--- config.mk ---
export PLATFORM = sky130hd
export DESIGN_NAME = ttsc_front
export DESIGN_NICKNAME = d
export VERILOG_FILES = /design/src/rtl/core/ttsc_pkg.sv /design/src/rtl/core/ttsc_front.sv
export SDC_FILE = /design/constraint.sdc
export NUM_CORES = 1
export LEC_CHECK = 0
export ABC_AREA = 1
export BUFFER_PORTS_ARGS = -buffer_cell sky130_fd_sc_hd__buf_2
export CAP_MARGIN = 0
export CORE_ASPECT_RATIO = 1.4
export CORE_MARGIN = 1
export CORE_UTILIZATION = 31
export DETAILED_ROUTE_END_ITERATION = 10
export PLACE_DENSITY_LB_ADDON = 0.3
export REMOVE_ABC_BUFFERS = 1
export SLEW_MARGIN = 10
export SYNTH_ARGS = -nofsm -noshare
export SYNTH_HDL_FRONTEND = slang
export SYNTH_SLANG_ARGS = --single-unit
--- constraint.sdc ---
create_clock -name vclk -period 3.83
set_input_delay 0.1915 -clock vclk [all_inputs]
set_output_delay 0.1915 -clock vclk [all_outputs]
set_load 0.02 [all_outputs]
--- src/rtl/core/ttsc_pkg.sv ---
// Shared types, constants and helper functions of the teletype scroll engine.
package ttsc_pkg;

  localparam int unsigned MAX_COLS   = 132;
  localparam int unsigned MAX_ROWS   = 64;
  localparam int unsigned CELL_COUNT = MAX_COLS * MAX_ROWS;
  localparam int unsigned ADDR_W     = $clog2(CELL_COUNT);

  localparam logic [15:0] BLANK_CELL = 16'h0720;
  localparam logic [7:0]  TTY_ATTR   = 8'h07;

  // Character codes
  localparam logic [7:0] CH_BEL   = 8'h07;
  localparam logic [7:0] CH_BS    = 8'h08;
  localparam logic [7:0] CH_TAB   = 8'h09;
  localparam logic [7:0] CH_LF    = 8'h0a;
  localparam logic [7:0] CH_CR    = 8'h0d;
  localparam logic [7:0] CH_SPACE = 8'h20;

  // Request opcodes
  localparam logic [2:0] OP_TTY     = 3'd0;
  localparam logic [2:0] OP_SCR_UP  = 3'd1;
  localparam logic [2:0] OP_SCR_DN  = 3'd2;
  localparam logic [2:0] OP_SET_CUR = 3'd3;
  localparam logic [2:0] OP_READ    = 3'd4;

  // Configuration register indexes
  localparam logic [1:0] CFG_COLS = 2'd0;
  localparam logic [1:0] CFG_ROWS = 2'd1;
  localparam logic [1:0] CFG_MONO = 2'd2;

  typedef enum logic [3:0] {
    CMD_CR, CMD_LF, CMD_BS, CMD_TAB, CMD_BEL, CMD_PUT,
    CMD_SCROLL, CMD_SETCUR, CMD_READ
  } cmd_kind_e;

  typedef enum logic [3:0] {
    S_CLEAR, S_IDLE, S_LF_RD, S_LF_WAIT, S_PUT_RD, S_PUT_WR,
    S_SETTLE, S_SC_CELL, S_SC_WR, S_OUT_RD, S_OUT_WAIT
  } back_st_e;

  // Screen geometry after clamping
  typedef struct packed {
    logic [7:0] cols;
    logic [6:0] rows;
    logic       mono;
  } scr_t;

  // Decoded request; x0/y0 double as the new cursor for set cursor
  typedef struct packed {
    cmd_kind_e  kind;
    logic       ignored;
    logic [7:0] ch;
    logic [7:0] x0;
    logic [5:0] y0;
    logic [7:0] x1;
    logic [5:0] y1;
    logic       up;
    logic [5:0] cnt;   // zero wipes the window
    logic [7:0] attr;
  } cmd_t;

  typedef struct packed {
    logic [7:0]  cx;
    logic [5:0]  cy;
    logic [15:0] cell_data;
    logic        bell;
    logic        ignored;
  } res_t;

  function automatic scr_t clamp_scr(logic [7:0] cols, logic [6:0] rows, logic mono);
    scr_t s;
    s.cols = (cols == 8'd0) ? 8'd1 : ((cols > 8'(MAX_COLS)) ? 8'(MAX_COLS) : cols);
    s.rows = (rows == 7'd0) ? 7'd1 : ((rows > 7'(MAX_ROWS)) ? 7'(MAX_ROWS) : rows);
    s.mono = mono;
    return s;
  endfunction

  // Monochrome rule: a blank attribute other than 0 or 7 in its low bits gets |7
  function automatic logic [7:0] mono_fix(logic mono, logic [7:0] attr);
    logic [7:0] a;
    a = attr;
    if (mono && (attr[2:0] != 3'd0) && (attr[2:0] != 3'd7)) begin
      a = attr | 8'h07;
    end
    return a;
  endfunction

  function automatic logic [ADDR_W-1:0] cell_addr(logic [7:0] x, logic [5:0] y,
                                                  logic [7:0] cols);
    logic [ADDR_W-1:0] p;
    p = ADDR_W'(y) * ADDR_W'(cols);
    return p + ADDR_W'(x);
  endfunction

endpackage

--- src/rtl/core/ttsc_front.sv ---
// Request decoder: accepts requests, clips scroll windows and classifies them.
module ttsc_front import ttsc_pkg::*; (
  input  logic       push_i,
  output logic       full_o,
  input  logic [2:0] op_i,
  input  logic [7:0] char_code_i,
  input  logic [7:0] fill_attr_i,
  input  logic [7:0] line_count_i,
  input  logic [7:0] win_left_i,
  input  logic [7:0] win_top_i,
  input  logic [7:0] win_right_i,
  input  logic [7:0] win_bottom_i,
  input  logic [7:0] new_col_i,
  input  logic [7:0] new_row_i,
  input  scr_t       scr_i,
  input  logic       clearing_i,
  input  logic       q_full_i,
  output logic       q_push_o,
  output cmd_t       cmd_o
);

  logic [7:0] rows8;
  logic [7:0] x1c;
  logic [7:0] y1c;
  logic [7:0] dy;
  logic       reject;

  // Hold off requests during the clearing pass and while the queue is full
  assign full_o   = q_full_i | clearing_i;
  assign q_push_o = push_i & ~full_o;

  // Window clipping
  assign rows8  = {1'b0, scr_i.rows};
  assign x1c    = (win_right_i >= scr_i.cols) ? scr_i.cols - 8'd1 : win_right_i;
  assign y1c    = (win_bottom_i >= rows8) ? rows8 - 8'd1 : win_bottom_i;
  assign reject = (x1c < win_left_i) || (y1c < win_top_i);
  assign dy     = y1c - win_top_i + 8'd1;

  // Classification
  always_comb begin
    cmd_o      = '0;
    cmd_o.kind = CMD_READ;
    cmd_o.ch   = char_code_i;
    unique case (op_i)
      OP_TTY: begin
        unique case (char_code_i)
          CH_CR:   cmd_o.kind = CMD_CR;
          CH_LF:   cmd_o.kind = CMD_LF;
          CH_BS:   cmd_o.kind = CMD_BS;
          CH_TAB:  cmd_o.kind = CMD_TAB;
          CH_BEL:  cmd_o.kind = CMD_BEL;
          default: cmd_o.kind = CMD_PUT;
        endcase
      end
      OP_SCR_UP, OP_SCR_DN: begin
        if (reject) begin
          cmd_o.ignored = 1'b1;
        end else begin
          cmd_o.kind = CMD_SCROLL;
          cmd_o.x0   = win_left_i;
          cmd_o.y0   = win_top_i[5:0];
          cmd_o.x1   = x1c;
          cmd_o.y1   = y1c[5:0];
          cmd_o.up   = (op_i == OP_SCR_UP);
          cmd_o.cnt  = (line_count_i >= dy) ? 6'd0 : line_count_i[5:0];
          cmd_o.attr = mono_fix(scr_i.mono, fill_attr_i);
        end
      end
      OP_SET_CUR: begin
        if ((new_col_i >= scr_i.cols) || (new_row_i >= rows8)) begin
          cmd_o.ignored = 1'b1;
        end else begin
          cmd_o.kind = CMD_SETCUR;
          cmd_o.x0   = new_col_i;
          cmd_o.y0   = new_row_i[5:0];
        end
      end
      default: cmd_o.kind = CMD_READ;
    endcase
  end

endmodule

==> impl_metrics.yaml <==
floorplan:
  start_util_pct: 32.00
  die_w_um: 81.44
  ios: 152
  die-area_sq_um: 9220
  core_sq_um: 8558
  rows: 40
  die_h_um: 113.2
sta:
  relSlewSlack_pct: 64.94
  timing.hold.ws_ns: 0.6368
  rsz0062_at_grt: "yes"
  min_period_ns: 4.199
  fin_ws_ns: -0.3689
  max_freq_mhz: 238.2
  slew_violations: 0
  min_period_over_period_pct: 109.6
  hold_violations: 0
  finalSetupViolations: 6
  tightest_slew_ns: 0.5127
route:
  firstDrtPassIters: 4
  routed_via_density: 4.732
  drc: 0
  met3_length_um: 471
  drt-wirelength-per-cell_um: 12.21
  drt-total-wl_um: 9071
  ant_nets: 0
  highest_layer: "met4"
  wl_met1_um: 3553
  drt_iter0_drc: 137
  dr_wl_met2_um: 4942
  num_vias: 3516
synthesis:
  ys_seq_area_share_pct: 0
  yosysMostFrequentCell: "nand2_1"
  synth_area_leaders: "ha_1 (29%), nand2_1 (14%), inv_1 (13%)"
  netlist_top_cells_count: "nand2_1 (100), inv_1 (97), ha_1 (63), nor2_1 (29), o21ai_0 (23)"
  postSynthCellCount: 455
  yosysTopAreaCell: "ha_1"
  ys_warn_count: 0
  synthDistinctLibCells: 37
  yosys.area.top_type_share_pct: 28.78
  syn_avg_cell_area_sq_um: 6.020
  netlist_area_sq_um: 2739
place:
  dpl_cell_area_sq_um: 3830
  io_buffers: 152
  place_hpwl_um: 7632
  dp_cells: 737
  place_congestion: 0.8358
critical_path:
  cp-startpoint: "scr_i[5]"
  critPathTopFamily: "adder cells"
  crit_path_end: "cmd_o[13]"
  endpoint_kind: "output pin"
  crit_buf_inv: 8
  worst-setup-path-type: "in2out"
  critPathSlowestCell: "fa_2"
  arrival_ns: 4.01
  crit_fanout: 6
  path_depth: 27
  critPathMaxStageDelay_ns: 0.40
  crit_path_start_kind: "input port"
  required_ns: 3.64
finish:
  design.seq.count: 0
  clkbuf_count: 0
  drive_above_1_share_pct: 42.63
  final_cell_area_sq_um: 4165
  multi_input_area_sq_um: 2476
  nets: 801
  regArea_sq_um: 0
  fillers: 889
  area_growth_pct: 52.08
  diodes: 0
  fin_cells: 743
power_and_ir_drop:
  finalPower_w: 0.0007263
  power_leakage_nw: 2.529
  p_per_area_nw_per_um2: 174.4
  ir_drop_mv: 0.1819
grt:
  grt_pass1_vias: 3239
  antenna_found_initial: 0
  grt_pass1_wl_um: 13590
  grt.overflow.total: 0
  grt.total_usage_pct: 18.28
  grt_max_degree: 28
run_status:
  violations: "negative setup slack"
  outcome: "finished, violations left"
min_path:
  min_path_type: "in2out"
job:
  cap_violations: 0
cts:
  hold_buffers: 0
cells in the final DEF, fill, tap and decap left out, types with 3 or more instances in the layout:
| cell | count |
|---|---|
| o21ai_0 | 15 |
| nor2_2 | 22 |
| inv_2 | 5 |
| nand3_1 | 18 |
| buf_6 | 10 |
| o21ai_1 | 5 |
| nor3_1 | 5 |
| a21oi_1 | 15 |
| nand4_1 | 18 |
| nor2_1 | 28 |
| xor2_1 | 8 |
| buf_4 | 45 |
| buf_2 | 144 |
| nand2_1 | 89 |
| ha_4 | 8 |
| ha_1 | 55 |
| inv_1 | 91 |
| o21ai_2 | 3 |
| a21oi_2 | 4 |
| nand2_2 | 11 |
per-layer routing:
| metal | vias to the layer above | GRT usage [%] |
|---|---|---|
| met5 | - | 0 |
| met4 | 0 | 1.548 |
| met3 | 10 | 0.1613 |
| met2 | 130 | 37.61 |
| met1 | 1558 | 20.63 |
| li1 | 1818 | - |
how the worst min path moves through the flow:
stage                        start   endpoint  cells after the start
floorplan           char_code_i[0]  cmd_o[43]                      0
global placement    char_code_i[7]  cmd_o[50]                      2
detailed placement  char_code_i[7]  cmd_o[50]                      2
CTS                 char_code_i[7]  cmd_o[50]                      2
global route        char_code_i[5]  cmd_o[48]                      2
finish              char_code_i[7]  cmd_o[50]                      2
through the flow:
step / TNS (ns) / worst slack, ns / util [%]
CTS: -1.385 / -0.2373 / 46.23
detailed placement: -4.097 / -0.7017 / 44.75
floorplan: -2.562 / -0.4270 / -
finish: -2.095 / -0.3689 / 48.67
global placement: -3.535 / -0.5899 / 44.75
global route: -3.587 / -0.6121 / 48.67
power breakdown:
group          leakage (nW)  switching (W)  total [W]  internal [W]
registers                 0              0          0             0
logic                  2.53       0.000400   0.000726      0.000326
clock network             0              0          0             0
repair_timing:
item | in CTS | in global routing
gates resized for setup | 39 | 38
setup endpoints to repair | 6 | 6
endpoints found under the hold margin | 0 | 0
buffers inserted | 2 | 5
pin swaps | 11 | 25
kinds of logic after synthesis:
logic type	count (synthesis)	synth area share [%]
buf+inv	114	18.00
xor+xnor	10	3.198
fa+ha+maj	67	31.70
simple gates	206	35.18
compound gates	58	11.92
area by class of cell:
| type | count | area share (%) |
|---|---|---|
| multi-input cells | 341 | 59.45 |
| inverters | 97 | 8.801 |
| repair buffers | 200 | 28.60 |
| well taps | 105 | 3.154 |
Power figures use the tool's default switching activity.
