--- src/rtl/core/ttsc_pkg.sv ---
// Shared types, constants and helper functions of the teletype scroll engine.
package ttsc_pkg;

  localparam int unsigned MAX_COLS   = 132;
  localparam int unsigned MAX_ROWS   = 64;
  localparam int unsigned CELL_COUNT = MAX_COLS * MAX_ROWS;
  localparam int unsigned ADDR_W     = $clog2(CELL_COUNT);

  localparam logic [15:0] BLANK_CELL = 16'h0720;
  localparam logic [7:0]  TTY_ATTR   = 8'h07;

  // Character codes
  localparam logic [7:0] CH_BEL   = 8'h07;
  localparam logic [7:0] CH_BS    = 8'h08;
  localparam logic [7:0] CH_TAB   = 8'h09;
  localparam logic [7:0] CH_LF    = 8'h0a;
  localparam logic [7:0] CH_CR    = 8'h0d;
  localparam logic [7:0] CH_SPACE = 8'h20;

  // Request opcodes
  localparam logic [2:0] OP_TTY     = 3'd0;
  localparam logic [2:0] OP_SCR_UP  = 3'd1;
  localparam logic [2:0] OP_SCR_DN  = 3'd2;
  localparam logic [2:0] OP_SET_CUR = 3'd3;
  localparam logic [2:0] OP_READ    = 3'd4;

  // Configuration register indexes
  localparam logic [1:0] CFG_COLS = 2'd0;
  localparam logic [1:0] CFG_ROWS = 2'd1;
  localparam logic [1:0] CFG_MONO = 2'd2;

  typedef enum logic [3:0] {
    CMD_CR, CMD_LF, CMD_BS, CMD_TAB, CMD_BEL, CMD_PUT,
    CMD_SCROLL, CMD_SETCUR, CMD_READ
  } cmd_kind_e;

  typedef enum logic [3:0] {
    S_CLEAR, S_IDLE, S_LF_RD, S_LF_WAIT, S_PUT_RD, S_PUT_WR,
    S_SETTLE, S_SC_CELL, S_SC_WR, S_OUT_RD, S_OUT_WAIT
  } back_st_e;

  // Screen geometry after clamping
  typedef struct packed {
    logic [7:0] cols;
    logic [6:0] rows;
    logic       mono;
  } scr_t;

  // Decoded request; x0/y0 double as the new cursor for set cursor
  typedef struct packed {
    cmd_kind_e  kind;
    logic       ignored;
    logic [7:0] ch;
    logic [7:0] x0;
    logic [5:0] y0;
    logic [7:0] x1;
    logic [5:0] y1;
    logic       up;
    logic [5:0] cnt;   // zero wipes the window
    logic [7:0] attr;
  } cmd_t;

  typedef struct packed {
    logic [7:0]  cx;
    logic [5:0]  cy;
    logic [15:0] cell_data;
    logic        bell;
    logic        ignored;
  } res_t;

  function automatic scr_t clamp_scr(logic [7:0] cols, logic [6:0] rows, logic mono);
    scr_t s;
    s.cols = (cols == 8'd0) ? 8'd1 : ((cols > 8'(MAX_COLS)) ? 8'(MAX_COLS) : cols);
    s.rows = (rows == 7'd0) ? 7'd1 : ((rows > 7'(MAX_ROWS)) ? 7'(MAX_ROWS) : rows);
    s.mono = mono;
    return s;
  endfunction

  // Monochrome rule: a blank attribute other than 0 or 7 in its low bits gets |7
  function automatic logic [7:0] mono_fix(logic mono, logic [7:0] attr);
    logic [7:0] a;
    a = attr;
    if (mono && (attr[2:0] != 3'd0) && (attr[2:0] != 3'd7)) begin
      a = attr | 8'h07;
    end
    return a;
  endfunction

  function automatic logic [ADDR_W-1:0] cell_addr(logic [7:0] x, logic [5:0] y,
                                                  logic [7:0] cols);
    logic [ADDR_W-1:0] p;
    p = ADDR_W'(y) * ADDR_W'(cols);
    return p + ADDR_W'(x);
  endfunction

endpackage

--- src/rtl/core/ttsc_cmdq.sv ---
// Two-entry request queue between decoder and executor.
module ttsc_cmdq import ttsc_pkg::*; (
  input  logic clk_i,
  input  logic rst_ni,
  input  logic push_i,
  input  cmd_t cmd_i,
  output logic full_o,
  output logic valid_o,
  input  logic pop_i,
  output cmd_t cmd_o
);

  cmd_t       ent_q [2];
  logic       wp_q;
  logic       rp_q;
  logic [1:0] cnt_q;

  assign full_o  = (cnt_q == 2'd2);
  assign valid_o = (cnt_q != 2'd0);
  assign cmd_o   = ent_q[rp_q];

  // Storage
  always_ff @(posedge clk_i) begin
    if (push_i) begin
      ent_q[wp_q] <= cmd_i;
    end
  end

  // Pointers
  always_ff @(posedge clk_i or negedge rst_ni) begin
    if (!rst_ni) begin
      wp_q  <= 1'b0;
      rp_q  <= 1'b0;
      cnt_q <= 2'd0;
    end else begin
      if (push_i) wp_q <= ~wp_q;
      if (pop_i)  rp_q <= ~rp_q;
      unique case ({push_i, pop_i})
        2'b10:   cnt_q <= cnt_q + 2'd1;
        2'b01:   cnt_q <= cnt_q - 2'd1;
        default: cnt_q <= cnt_q;
      endcase
    end
  end

endmodule

--- config.mk ---
export PLATFORM = sky130hd
export DESIGN_NAME = ttsc_cmdq
export DESIGN_NICKNAME = d
export VERILOG_FILES = /design/src/rtl/core/ttsc_pkg.sv /design/src/rtl/core/ttsc_cmdq.sv
export SDC_FILE = /design/constraint.sdc
export NUM_CORES = 1
export LEC_CHECK = 0
export BUFFER_PORTS_ARGS = -buffer_cell sky130_fd_sc_hd__buf_2
export CORE_MARGIN = 10
export CORE_UTILIZATION = 45
export DETAILED_ROUTE_END_ITERATION = 12
export PLACE_DENSITY = 0.7
export REMOVE_ABC_BUFFERS = 1
export SLEW_MARGIN = 25
export SYNTH_ARGS = -nofsm -noshare
export SYNTH_HDL_FRONTEND = slang
export SYNTH_SLANG_ARGS = --single-unit
--- constraint.sdc ---
create_clock -name clk_i -period 3.75 [get_ports clk_i]
set_input_delay 0.75 -clock clk_i [delete_from_list [all_inputs] [get_ports clk_i]]
set_output_delay 0.75 -clock clk_i [all_outputs]
set_load 0.005 [all_outputs]
==> parameters.txt <==
Parameter                              Value

Timing
  Worst rel slew slack    0.361
  Clock period minus worst slack    just under 3 ns
  Number of failing setup endpoints in the final timing report    0
  Final worst slack    ~0.87 ns
  RSZ-0062 raised after global routing    no
  Final Cycle Share    0.769
  Setup Total Neg Slack    0 ns
  Max-slew violation count    0
  Max Clock Freq    0.347 GHz
  Slew at the pin with the worst max-slew slack    around 0.96 ns
  Setup clock skew after layout    0.00430 ns
  Number of failing hold endpoints at the final stage    0

Outcome
  Run status    completed

Clocking
  Number of gates resized after cts    0
  H-tree Lvls    4
  Post-CTS setup buffers    0
  Clock tree from TritonCTS    yes
  Clk Tree Root Cell    sky130_fd_sc_hd__clkbuf_8
  Number of sinks on the clock net    ~120
  Clock transition at the registers of the reported paths    about 0.050 ns
  CTS Buffer Depth    2
  Total CTS buffers    17
  Clock network latency to the later pin of the worst-skew pair    slightly below 0.5 ns
  Hold buffer count at CTS    0

Worst setup path
  Register-to-register setup slack    ~2.0 ns
  WP data required    about 3.0 ns
  Setup Crit Path Kind    flip-flop to primary output
  Maximum single-stage delay on the critical path    1.06 ns
  Arrival time of the worst setup path    2.13 ns
  Sequence of cells on the critical path    mux2_2, buf_2
  Family with the most delay on the worst path    flip-flops
  Startpoint types    flip-flop
  Worst Path Max Fanout    57
  Number of buffer and inverter stages on the critical path    1
  Endpoint kind of the worst setup timing path    primary output
  Critical Path Slowest Stage Cell    sky130_fd_sc_hd__dfrtp_4

Global route
  Wire length of the first global-routing pass    roughly 13 mm
  Sum of overflow across all layers after global routing    0
  Tot GR Track Use    0.117
  Pin count of the biggest net entering global routing    58
  Number of global-route vias before repair    between 2k and 2.5k
  Number of antenna violations at the first check in global routing    0

Finish
  Final net count    384
  Area added between synthesis and finish    29.4%
  Area of all placed cells without fillers    roughly 5600 µm²
  Antenna diode count    0
  Final core area utilization    0.603
  Share of cells above drive strength 1    0.618

Floorplanning
  Number of rows in the core area    35
  Core Footprint    9330 µm²
  Chip Height    ~120 µm
  Effective utilization at floorplan    0.466
  Die ar.    14000 µm²
  Floorplan die width    around 120 µm
  Number of top-level pins    approximately 120

Placement
  Cell area reported after detailed placement    5090 µm²
  # port buffers    between 100 and 150
  Worst Setup Slack post-DPL    ~1.3 ns
  Gpl congestion    between 0.6 and 0.7
  HPWL Detailed    5.45 mm

Synth
  Share of flip-flops with an asynchronous set or reset    0.0345
  Yosys reg bits    roughly 120
  Total number of yosys warnings    0
  Main area contributors after synthesis    sky130_fd_sc_hd__edfxtp_1, sky130_fd_sc_hd__mux2_4, sky130_fd_sc_hd__mux2_2
  Number of standard cells after synthesis    between 150 and 200
  Post-synthesis simple-gate area fraction    0.00604
  Area of the mapped netlist    4350 µm²
  Share of the synthesized area in compound gates (AO/OA/AOI/OAI)    0
  Cell type with the largest total area after synthesis    sky130_fd_sc_hd__edfxtp_1
  Dominant combinational cell family by area after synthesis    multiplexers
  Library cell with the highest instance count after synthesis    sky130_fd_sc_hd__edfxtp_1
  Top cells by count, synth    sky130_fd_sc_hd__edfxtp_1, sky130_fd_sc_hd__mux2_4, sky130_fd_sc_hd__mux2_2, sky130_fd_sc_hd__buf_6, sky130_fd_sc_hd__dfrtp_1
  Multiplexer area fraction after synthesis    0.171
  Share of synthesized area occupied by flip-flops and latches    0.797
  Post-synthesis share of cell area spent on full adders, half adders and majority gates    0.00288
  Count of flip-flops with a built-in enable after synthesis    112
  Xor/xnor share of the synthesized area    0.0101
  Mean Syn Cell Area    roughly 23 µm²
  Number of unique standard cell types used by synthesis    14
  Area share of the largest cell type after synthesis    0.774
  Most frequently used flop master after synthesis    sky130_fd_sc_hd__edfxtp_1

Detailed routing
  Metal3 WL    around 770 µm
  Post-detailed-route count of antenna-violating nets    0
  Count of unresolved DRC violations after routing    0
  Number of iterations in the first detailed-routing pass    4
  Vias per inst    roughly 4.7
  Total length of routed met2 wires    3.86 mm
  Top layer reached by signal wires    met4
  Average wire per cell in the routed design    roughly 17 µm
  Length of routed wiring on met1    around 3.3 mm
  First DRT Iteration DRCs    approximately 120
  Wire length reported by the detailed router    8.02 mm
  DR vias    roughly 2.2k

Power and ir drop
  VDD IR-drop max    roughly 400 µV
  Power consumption    between 0.004 and 0.005 W
  Power per unit of standard cell area    ~770 nW/µm²
  P_leak    between 2 and 2.5 nW

Hold path
  Path category of the worst min-delay check    primary input to asynchronous set/reset pin

Run
  Max-cap check violation count    0
sequential cells by signal, summed over array words and instances, names as in the netlist:
| signal | cells |
|---|---|
| cnt_q | 2 |
| wp_q | 1 |
| ent_q | 112 |
| rp_q | 1 |
cells in the final DEF (no fill, tap or decap), drive strengths merged:
cell type and n:
ha 1, xnor2 2, inv 1, clkbuf 19, or2 1, nor2b 1
bufinv 2, and2 1, nor2 2, buf 120, edfxtp 112, mux2 56
xor2 3, clkinv 7, dfrtp 4, clkinvlp 3
worst paths after layout:
kind                                      start                endpoint  cells after the start
setup / recovery               rp_q$_DFFE_PN0P_                cmd_o[3]                      2
hold / removal                           rst_ni    cnt_q[1]$_DFFE_PN0P_                      1
setup reg to reg               wp_q$_DFFE_PN0P_  ent_q[0][49]$_DFFE_PP_                      2
hold reg to reg            cnt_q[1]$_DFFE_PN0P_    cnt_q[1]$_DFFE_PN0P_                      1
max in group asynchronous                rst_ni        rp_q$_DFFE_PN0P_                      1
min in group clk_i                     cmd_i[6]   ent_q[1][6]$_DFFE_PP_                      1
metrics by stage:
| step | instances | hold WS (ns) |
|---|---|---|
| 2_1_floorplan | 184 | 0.447 |
| 4_1_cts | 464 | 0.0333 |
| 5_1_grt | 464 | 0.0321 |
| 3_3_place_gp | 433 | 0.462 |
| 3_5_place_dp | 433 | 0.486 |
| 6_report | 464 | 0.0588 |
layer usage:
layer	vias up	global-route usage
met1	1048	0.129
met3	6	0.0643
met5	-	0
li1	1022	-
met2	90	0.187
met4	0	0.0440
power breakdown:
part           internal [W]  switching (W)  leakage, nW  total (W)
logic              0.000602       0.000374        0.871   0.000976
clock network      0.000927       0.000510        0.258    0.00144
registers           0.00173       0.000216         1.10    0.00194
total               0.00325        0.00110         2.23    0.00435
worst register-to-register path: cells and delay by family, from the launching register on:
family	cells	cell delay (ns)
flops	1	0.42
buf+inv	1	0.41
simple gates	1	0.63
logic make-up after synthesis:
| logic type | count (synthesis) |
|---|---|
| adders and majority gates | 1 |
| DFF | 116 |
| muxes | 56 |
| xor gates and xnor gates | 5 |
| buffers and inverters | 7 |
| and+or+nand+nor | 5 |
layout make-up:
| cell class | instances | area (µm²) |
|---|---|---|
| fillers | 720 | 3700 |
| repair buffers | 120 | 621 |
| inverters | 1 | 3.75 |
| clock buffers | 19 | 422 |
| multi-input cells | 67 | 835 |
| clock inverters | 12 | 115 |
| well taps | 129 | 161 |
| flip-flops and latches | 116 | 3470 |
(Power assumes the default switching activity.)
